===== src/hw/rtl/hec_pkg.sv =====
// Package with the types, constants and helper functions of the Hamming coder.
package hec_pkg;

	localparam int MAX_DATA_BITS = 57;
	localparam int DATA_W        = 57;
	localparam int CODE_W        = 63;
	localparam int SYN_W         = 6;
	localparam int LEN_W         = 6;
	localparam logic [LEN_W-1:0] DATA_LENGTH_RESET = LEN_W'(57);

	localparam logic MODE_ENCODE = 1'b0;
	localparam logic MODE_DECODE = 1'b1;

	typedef struct packed {
		logic              mode;
		logic [CODE_W-1:0] word;
	} word_item_t;

	typedef struct packed {
		logic              mode;
		logic [CODE_W-1:0] word;
		logic [SYN_W-1:0]  checks;
	} chk_item_t;

	typedef struct packed {
		logic [CODE_W-1:0] codeword;
		logic [SYN_W-1:0]  syndrome;
		logic              corrected;
		logic              syndrome_out_of_range;
	} res_item_t;

	function automatic logic [LEN_W-1:0] eff_k(input logic [LEN_W-1:0] dl);
		logic [LEN_W-1:0] k;
		k = dl;
		if (k == '0) k = LEN_W'(1);
		if (k > LEN_W'(MAX_DATA_BITS)) k = LEN_W'(MAX_DATA_BITS);
		return k;
	endfunction

	function automatic logic [LEN_W-1:0] code_len(input logic [LEN_W-1:0] k);
		logic [LEN_W-1:0] r;
		if (k <= LEN_W'(1))       r = LEN_W'(2);
		else if (k <= LEN_W'(4))  r = LEN_W'(3);
		else if (k <= LEN_W'(11)) r = LEN_W'(4);
		else if (k <= LEN_W'(26)) r = LEN_W'(5);
		else                      r = LEN_W'(6);
		return k + r;
	endfunction

	function automatic logic [63:0] low_mask(input logic [LEN_W-1:0] m);
		return (64'd1 << m) - 64'd1;
	endfunction

	function automatic logic is_pow2(input int v);
		return (v != 0) && ((v & (v - 1)) == 0);
	endfunction

	function automatic logic [CODE_W-1:0] scatter_data(input logic [DATA_W-1:0] d);
		logic [CODE_W-1:0] w;
		logic [LEN_W-1:0]  j;
		w = '0;
		j = '0;
		for (int pos = 1; pos <= CODE_W; pos++) begin
			if (!is_pow2(pos)) begin
				w[pos-1] = d[j];
				j = j + LEN_W'(1);
			end
		end
		return w;
	endfunction

	function automatic logic [CODE_W-1:0] check_mask(input int b);
		logic [CODE_W-1:0] m;
		m = '0;
		for (int pos = 1; pos <= CODE_W; pos++) begin
			m[pos-1] = ((pos >> b) & 1) != 0;
		end
		return m;
	endfunction

endpackage


===== src/hw/rtl/hec_scatter.sv =====
// First pipeline stage: places data bits or masks the received word to the code length.
module hec_scatter (
	input  logic                clk,
	input  logic                arst_n,
	input  logic [5:0]          k,
	input  logic [5:0]          n,
	input  logic                up_valid,
	output logic                up_ready,
	input  hec_pkg::word_item_t up_item,
	output logic                dn_valid,
	input  logic                dn_ready,
	output hec_pkg::word_item_t dn_item
);
	import hec_pkg::*;

	logic       valid_s1;
	word_item_t item_s1;
	word_item_t next_item;
	logic [DATA_W-1:0] data_mask;
	logic [CODE_W-1:0] code_mask;

	assign up_ready = !valid_s1 || dn_ready;
	assign dn_valid = valid_s1;
	assign dn_item  = item_s1;

	always_comb begin
		data_mask      = DATA_W'(low_mask(k));
		code_mask      = CODE_W'(low_mask(n));
		next_item.mode = up_item.mode;
		if (up_item.mode == MODE_ENCODE) begin
			next_item.word = scatter_data(up_item.word[DATA_W-1:0] & data_mask);
		end else begin
			next_item.word = up_item.word & code_mask;
		end
	end

	always_ff @(posedge clk or negedge arst_n) begin
		if (!arst_n) begin
			valid_s1 <= 1'b0;
		end else if (up_ready) begin
			valid_s1 <= up_valid;
		end
	end

	always_ff @(posedge clk) begin
		if (up_ready && up_valid) begin
			item_s1 <= next_item;
		end
	end

endmodule


===== src/hw/rtl/hec_check.sv =====
// Second pipeline stage: forms the parity checks over the positioned word.
module hec_check (
	input  logic                clk,
	input  logic                arst_n,
	input  logic                up_valid,
	output logic                up_ready,
	input  hec_pkg::word_item_t up_item,
	output logic                dn_valid,
	input  logic                dn_ready,
	output hec_pkg::chk_item_t  dn_item
);
	import hec_pkg::*;

	logic             valid_s2;
	chk_item_t        item_s2;
	logic [SYN_W-1:0] checks;

	assign up_ready = !valid_s2 || dn_ready;
	assign dn_valid = valid_s2;
	assign dn_item  = item_s2;

	always_comb begin
		for (int b = 0; b < SYN_W; b++) begin
			checks[b] = ^(up_item.word & check_mask(b));
		end
	end

	always_ff @(posedge clk or negedge arst_n) begin
		if (!arst_n) begin
			valid_s2 <= 1'b0;
		end else if (up_ready) begin
			valid_s2 <= up_valid;
		end
	end

	always_ff @(posedge clk) begin
		if (up_ready && up_valid) begin
			item_s2.mode   <= up_item.mode;
			item_s2.word   <= up_item.word;
			item_s2.checks <= checks;
		end
	end

endmodule


===== src/hw/rtl/hec_correct.sv =====
// Third pipeline stage: inserts parity bits or corrects the word, and holds the result.
module hec_correct (
	input  logic               clk,
	input  logic               arst_n,
	input  logic [5:0]         n,
	input  logic               up_valid,
	output logic               up_ready,
	input  hec_pkg::chk_item_t up_item,
	output logic               dn_valid,
	input  logic               dn_ready,
	output hec_pkg::res_item_t dn_item
);
	import hec_pkg::*;

	logic              valid_s3;
	res_item_t         item_s3;
	res_item_t         next_item;
	logic [CODE_W-1:0] parity_bits;
	logic [CODE_W-1:0] flip;
	logic              in_range;

	assign up_ready = !valid_s3 || dn_ready;
	assign dn_valid = valid_s3;
	assign dn_item  = item_s3;

	always_comb begin
		parity_bits = '0;
		for (int b = 0; b < SYN_W; b++) begin
			parity_bits[(1 << b) - 1] = up_item.checks[b];
		end
		in_range = (up_item.checks != '0) && (up_item.checks <= n);
		flip     = CODE_W'(64'd1 << (up_item.checks - SYN_W'(1)));
		if (up_item.mode == MODE_ENCODE) begin
			next_item.codeword              = up_item.word | parity_bits;
			next_item.syndrome              = '0;
			next_item.corrected             = 1'b0;
			next_item.syndrome_out_of_range = 1'b0;
		end else begin
			next_item.codeword              = in_range ? (up_item.word ^ flip) : up_item.word;
			next_item.syndrome              = up_item.checks;
			next_item.corrected             = in_range;
			next_item.syndrome_out_of_range = (up_item.checks != '0) && !in_range;
		end
	end

	always_ff @(posedge clk or negedge arst_n) begin
		if (!arst_n) begin
			valid_s3 <= 1'b0;
		end else if (up_ready) begin
			valid_s3 <= up_valid;
		end
	end

	always_ff @(posedge clk) begin
		if (up_ready && up_valid) begin
			item_s3 <= next_item;
		end
	end

endmodule


===== src/hw/rtl/hamming_encoder_corrector.sv =====
// Top level of the configurable Hamming single-error-correcting coder.
// An accepted transaction passes the scatter, check and correct registers in turn.
// Throughput is one transaction per cycle while the output is taken; a register stage
// stalls only when it is full and the stage after it is not taking its item.
// Reset clears all stage valid bits and sets the data length to 57.
module hamming_encoder_corrector (
	input  logic        clk,
	input  logic        arst_n,
	input  logic        cfg_wr_en,
	input  logic [5:0]  cfg_wr_data,   // data_length
	input  logic        s_axis_tvalid,
	output logic        s_axis_tready,
	input  logic [63:0] s_axis_tdata,  // word[62:0], zero pad[63]
	input  logic        s_axis_tuser,  // mode
	output logic        m_axis_tvalid,
	input  logic        m_axis_tready,
	output logic [71:0] m_axis_tdata,  // codeword[62:0], syndrome[68:63], zero pad[71:69]
	output logic [1:0]  m_axis_tuser   // corrected[0], syndrome_out_of_range[1]
);
	import hec_pkg::*;

	logic [LEN_W-1:0] data_length_q;
	logic [LEN_W-1:0] k;
	logic [LEN_W-1:0] n;

	word_item_t in_item;
	word_item_t item_a;
	chk_item_t  item_b;
	res_item_t  item_c;
	logic       valid_a;
	logic       ready_a;
	logic       valid_b;
	logic       ready_b;

	always_ff @(posedge clk or negedge arst_n) begin
		if (!arst_n) begin
			data_length_q <= DATA_LENGTH_RESET;
		end else if (cfg_wr_en) begin
			data_length_q <= cfg_wr_data;
		end
	end

	assign k = eff_k(data_length_q);
	assign n = code_len(k);

	assign in_item.mode = s_axis_tuser;
	assign in_item.word = s_axis_tdata[CODE_W-1:0];

	hec_scatter u_scatter (
		.clk      (clk),
		.arst_n   (arst_n),
		.k        (k),
		.n        (n),
		.up_valid (s_axis_tvalid),
		.up_ready (s_axis_tready),
		.up_item  (in_item),
		.dn_valid (valid_a),
		.dn_ready (ready_a),
		.dn_item  (item_a)
	);

	hec_check u_check (
		.clk      (clk),
		.arst_n   (arst_n),
		.up_valid (valid_a),
		.up_ready (ready_a),
		.up_item  (item_a),
		.dn_valid (valid_b),
		.dn_ready (ready_b),
		.dn_item  (item_b)
	);

	hec_correct u_correct (
		.clk      (clk),
		.arst_n   (arst_n),
		.n        (n),
		.up_valid (valid_b),
		.up_ready (ready_b),
		.up_item  (item_b),
		.dn_valid (m_axis_tvalid),
		.dn_ready (m_axis_tready),
		.dn_item  (item_c)
	);

	assign m_axis_tdata = {3'b000, item_c.syndrome, item_c.codeword};
	assign m_axis_tuser = {item_c.syndrome_out_of_range, item_c.corrected};

endmodule

===== config.mk =====
export PLATFORM = sky130hd
export DESIGN_NAME = hamming_encoder_corrector
export DESIGN_NICKNAME = d
export VERILOG_FILES = /design/src/hw/rtl/hec_pkg.sv /design/src/hw/rtl/hec_scatter.sv /design/src/hw/rtl/hec_check.sv /design/src/hw/rtl/hec_correct.sv /design/src/hw/rtl/hamming_encoder_corrector.sv
export SDC_FILE = /design/constraint.sdc
export NUM_CORES = 1
export LEC_CHECK = 0
export ABC_AREA = 0
export ABC_CLOCK_PERIOD_IN_PS = 12100
export BUFFER_PORTS_ARGS = -buffer_cell sky130_fd_sc_hd__buf_4
export CAP_MARGIN = 20
export CORE_ASPECT_RATIO = 2
export CORE_MARGIN = 8
export CORE_UTILIZATION = 61
export DETAILED_ROUTE_END_ITERATION = 10
export PLACE_DENSITY = 0.83
export SLEW_MARGIN = 15
export SYNTH_ARGS = -nofsm -noshare
export SYNTH_HDL_FRONTEND = slang
export SYNTH_HIERARCHICAL = 1
export SYNTH_SLANG_ARGS = --single-unit

===== constraint.sdc =====
create_clock -name clk -period 12.1 [get_ports clk]
set_clock_uncertainty 0.2 [all_clocks]
set_input_delay 0.605 -clock clk [delete_from_list [all_inputs] [get_ports clk]]
set_output_delay 0.605 -clock clk [all_outputs]
set_load 0.1 [all_outputs]

# After elaboration in Yosys (flattened, before gate mapping)
# Index checks and enable logic that the tools add are counted.
op_classes:
  add_sub_neg: 59
  bitwise: 4
  n_shift: 3
  order_cmp: 62
  reduce_logical: 20
  mux: 177
ops:
  columns: ["op", "count"]
  rows:
  - ["6-bit by 7-bit less-than comparator with 1-bit output (second input constant)", 56]
  - ["63-bit XOR reduction", 6]
  - ["6-bit 2-to-1 mux", 58]
  - ["1-bit binary-select mux with 6-bit select", 56]
  - ["6-bit by 1-bit adder with 6-bit output (second input constant)", 55]
  - ["63-bit 2-to-1 mux", 2]
  - ["1-bit by 6-bit << shifter with 63-bit output (first input constant)", 2]
  - ["71-bit 2-to-1 mux", 1]
  - ["63-bit AND", 1]
  - ["63-bit by 32-bit OR with 63-bit output", 1]
  - ["63-bit by 1-bit subtractor with 63-bit output (second input constant)", 1]
  - ["63-bit bitwise XOR", 1]
  - ["57-bit AND", 1]
  - ["1-bit by 6-bit << shifter with 57-bit output (first input constant)", 1]
  - ["57-bit by 1-bit subtractor with 57-bit output (second input constant)", 1]
  - ["1-bit 2-to-1 mux", 56]
  - ["6-bit adder", 1]
  - ["6-bit greater-than comparator (second input constant)", 1]
  - ["6-bit by 1-bit <= comparator with 1-bit output (second input constant)", 1]
  - ["6-bit by 3-bit <= comparator with 1-bit output (second input constant)", 1]
  - ["6-bit by 4-bit <= comparator with 1-bit output (second input constant)", 1]
  - ["6-bit by 5-bit <= comparator with 1-bit output (second input constant)", 1]
  - ["6-bit <= comparator", 1]
  - ["6-bit zero test", 1]
  - ["7 further kinds", 18]
word_totals:
  output_inout_bits: 76
  inputBits: 76
  register_bits: 214
  wordCells: 339

# Logic depth before layout (Yosys ltp)
logic_depth:
  depth_word: 114
  ltp_mapped: 20
  ltp_nobuf: 16

# Modules after synthesis
# The synthesis kept the hierarchy.
by_module_without_submodules:
  columns: ["mod", "cells_per_inst", "area_each_um2", "seq_area_each_um2", "instances"]
  rows:
  - ["hec_scatter", 678, 5756.8, 1946.9, 1]
  - ["hec_correct", 313, 3736.1, 2157.1, 1]
  - ["hec_check", 182, 3204.3, 2127.0, 1]
  - ["hamming_encoder_corrector", 58, 548.0, 155.1, 1]

# Worst setup path after synthesis
# No wires, ideal clock.
synth_path:
  kind: "register to register"
  startpoint: "register data_length_q[3]"
  endpoint: "register u_scatter.item_s1, in the netlist u_scatter/dn_item[60] (data pin)"
  required_time_ns: 11.630
  stages_incl_launch_ff: 20
  setup_slack_ns: 7.688
  arrival_ns: 3.942
  period_less_slack_ns: 4.412
  setup_time_ns: 0.270
  path_buffers: 6
  cell_sequence: "dfstp_2 -> buf_6 -> nor3_1 -> a211o_1 -> ha_1 -> fa_1 -> a21o_1 -> nand2_1 -> xnor2_1 -> buf_2 -> nor2_1 -> clkbuf_1 -> nand3_1 -> ha_1 -> clkbuf_1 -> clkbuf_1 -> clkbuf_1 -> nor4_1 -> a21oi_1 -> o32ai_2"
synth_rtl:
  columns: ["item", "line", "source"]
  rows:
  - ["start, declared", "hamming_encoder_corrector.sv:22", "logic [LEN_W-1:0] data_length_q;"]
  - ["start signal, assigned", "hamming_encoder_corrector.sv:39", "data_length_q <= cfg_wr_data;"]
  - ["end signal, assigned", "hec_scatter.sv:47", "item_s1 <= next_item;"]
  - ["end, declared", "hec_scatter.sv:17", "word_item_t item_s1;"]

==> impl_metrics.csv <==
group,metric,value,unit
worst_setup_path,worst_setup_path_end_kind,"flip-flop",
finish,drive_gt1_frac,0.199,
clock_network,cts_made_buffers,18,
route,post_drt_via_cell_ratio,6.49,
clock_network,max-clock-path-buffers,3,
floorplanning,die_area,27000,um2
timing,setup_tns,0,ns
run,drv_cap,0,
logic_synthesis,ys.flop_type,"edfxtp_1",
logic_synthesis,synthTopCellsByArea,"edfxtp_1 46%, xnor2_1 8.9%, xor2_1 3.8%",
clock_network,clock_latency,0.49,ns
floorplanning,initial_core_util,0.619,
worst_setup_path,path_class,"flip-flop to flip-flop",
timing,max_freq,0.170,GHz
worst_setup_path,path_cells,"nor3_1 -> a211o_1 -> ha_1 -> fa_1 -> a21o_1 -> nand2_1 -> xnor2_2 -> buf_4 -> nor2_1 -> nand3_1 -> ha_2 -> nor2_1 -> a22oi_1 -> o32ai_1",
timing,max-slew-margin-rel,0.339,
finish,fin_util,0.700,
logic_synthesis,syn_inst,1231,
clock_network,clk_pin_slew,0.07,ns
floorplanning,die_height,224,um
worst_hold_path,min_path_cells,2,
logic_synthesis,synth_top_area_share,0.465,
logic_synthesis,synth_compound_gate_area_share,0.123,
power,ir_drop,0.159,mV
timing,period_needed,5.88,ns
global_routing,gr-total-overflow,0,
finish,num-fill-cells,1597,
route,totalWireLength,43800,um
logic_synthesis,synth_xor_area_frac,0.145,
timing,whs,0.114,ns
worst_setup_path,r2r_cells,14,
power,finalPower,3.17,mW
logic_synthesis,yosysSeqAreaShare,0.482,
worst_setup_path,cpPeakStageDelay,0.74,ns
timing,setup_viol,0,
finish,nNetsFinal,1416,
global_routing,grt_pass1_vias,10600,
power,p_per_area,212,nW/um2
clock_network,h-tree-depth,1,
route,drc,0,
route,wl_per_cell,27.2,um
worst_setup_path,cp_slowest_cell,"ha_2",
logic_synthesis,synth_warnings,6,
route,drt-pass1-iter-count,6,
logic_synthesis,synth_fa_ha_area_frac,0.0119,
worst_hold_path,hold_path.class,"input port to flip-flop",
logic_synthesis,synth_cell_type_count,104,
worst_setup_path,crit_top_cell,"nor2_1",
clock_network,cts_tree,"yes",
logic_synthesis,yosys.area_share.simple,0.182,
timing,maxSlewViolCount,0,
timing,worst_pin_slew,0.984,ns
place,io_buffers,147,
worst_setup_path,worstSetupStartpointType,"flip-flop",
route,antenna_left,0,
worst_setup_path,cp_max_fo,44,
timing,rsz0062_at_grt,"false",
place,dpl.hpwl,34000,um
route,drtIter0Drc,1357,
logic_synthesis,synthMuxAreaShare,0.00916,
route,num_vias,10500,
worst_setup_path,critPathRequiredTime,12.08,ns
logic_synthesis,yosysMostFrequentCell,"edfxtp_1",
finish,syn_to_final_growth,13.1,%
floorplanning,ios,152,
logic_synthesis,syn-cell-area,13200,um2
logic_synthesis,ys_ff_latch,214,
place,gp_congestion,1.05,
worst_setup_path,arrival,5.86,ns
floorplanning,coreArea,21400,um2
status,status,"complete, no violations",
timing,hold_violations,0,
logic_synthesis,yosys.area.top_type,"edfxtp_1",
global_routing,antenna_found_initial,0,
global_routing,grtUsageTotal,0.321,
logic_synthesis,synth_top_family_by_area,"simple AND/OR/NAND/NOR gates",
power,leakage,5.39,nW
timing,period_share,0.486,
global_routing,grt_max_degree,72,
floorplanning,die_width,120,um
floorplanning,rows,76,
global_routing,grt_pass1_wl,64200,um
clock_network,clock_sinks,214,
logic_synthesis,synth_edf_count,205,
logic_synthesis,syn-mean-instance-area,10.8,um2
logic_synthesis,synthArstFlopShare,0.0421,
clock_network,root_buffer,"clkbuf_16",
logic_synthesis,yosys-top-cells-count,"205 x edfxtp_1, 135 x xnor2_1, 103 x nand2_1",
-- worst paths after layout --
check                                       from                    end  slack [ns]
min                                s_axis_tvalid     u_scatter/dn_valid        0.11
min reg2reg                u_scatter/dn_item[63]    u_check/dn_item[69]        0.24
max reg2reg                     data_length_q[3]  u_scatter/dn_item[54]        6.22
max                             data_length_q[3]  u_scatter/dn_item[54]        6.22
min in group asynchronous                 arst_n       data_length_q[2]        0.28
max in group asynchronous                 arst_n       data_length_q[3]       11.20
-- logic make-up (layout without fill, tap and decap cells) --
| family | count (synthesis) | after routing |
|---|---|---|
| AND/OR/NAND/NOR | 444 | 444 |
| AO/OA/AOI/OAI | 222 | 222 |
| XOR/XNOR | 204 | 204 |
| other | 1 | 4 |
| adder cells (fa/ha/maj) | 12 | 12 |
| flip-flops | 214 | 214 |
| multiplexers | 11 | 11 |
| buffers and inverters | 123 | 230 |
-- what timing repair did --
action,in CTS,in global routing
setup buffers,0,0
resized for setup,0,0
hold buffers,1,0
hold endpoints to repair,9,0
-- metal layers --
metal  wire (um)  share of wire  track usage
met5           0              0            0
met4        3990          0.091        0.275
met3        2460          0.056       0.0465
met2       24100           0.55        0.606
met1       13200           0.30        0.288
-- registers in the layout (all words and copies together) (netlist names) --
signal / cells
u_correct/dn_item: 71
u_scatter/dn_item: 64
u_correct/dn_valid: 1
data_length_q: 6
u_scatter/dn_valid: 1
u_check/dn_valid: 1
u_check/dn_item: 70
-- area by class of cell --
class	instances	area, um2	area share
diodes	1	2.50	0.000167
clock buffers	23	490	0.0328
clock inverters	9	81.3	0.00543
inverters	30	113	0.00752
flip-flops and latches	214	6390	0.426
repair buffers	168	1260	0.0842
multi-input cells	896	6300	0.421
well taps	273	342	0.0228
-- placed cells by master, fill, tap and decap left out, drive strengths merged, types with 33 or more instances in the layout --
cell / count
nand3: 48
nand2: 104
buf: 166
nor3: 37
a21oi: 33
edfxtp: 205
o21ai: 54
nor2: 79
xnor2: 140
xor2: 58
-- report_power, final --
group,internal (mW),switching (mW)
Combinational,0.497,1.03
Sequential,0.974,0.104
Clock,0.313,0.256
Total,1.78,1.39
-- worst max-delay path, delay by kind of cell, from the launching register on --
family | cells | cell delay, ns
xor gates and xnor gates | 1 | 0.11
buffers and inverters | 1 | 0.41
adders and majority gates | 3 | 1.53
AOI/OAI and AO/OA | 4 | 1.70
and+or+nand+nor | 5 | 0.92
DFF | 1 | 0.67
-- metrics by stage --
stage	instance area (um2)	instances	setup WS (ns)
after floorplan	13300	1233	7.69
after global placement	14400	1579	6.36
after detailed placement	14400	1579	6.31
after CTS	15000	1612	6.31
after global routing	15000	1613	6.09
final	15000	1614	6.22
No activity file was read; power rests on OpenSTA's default activity.
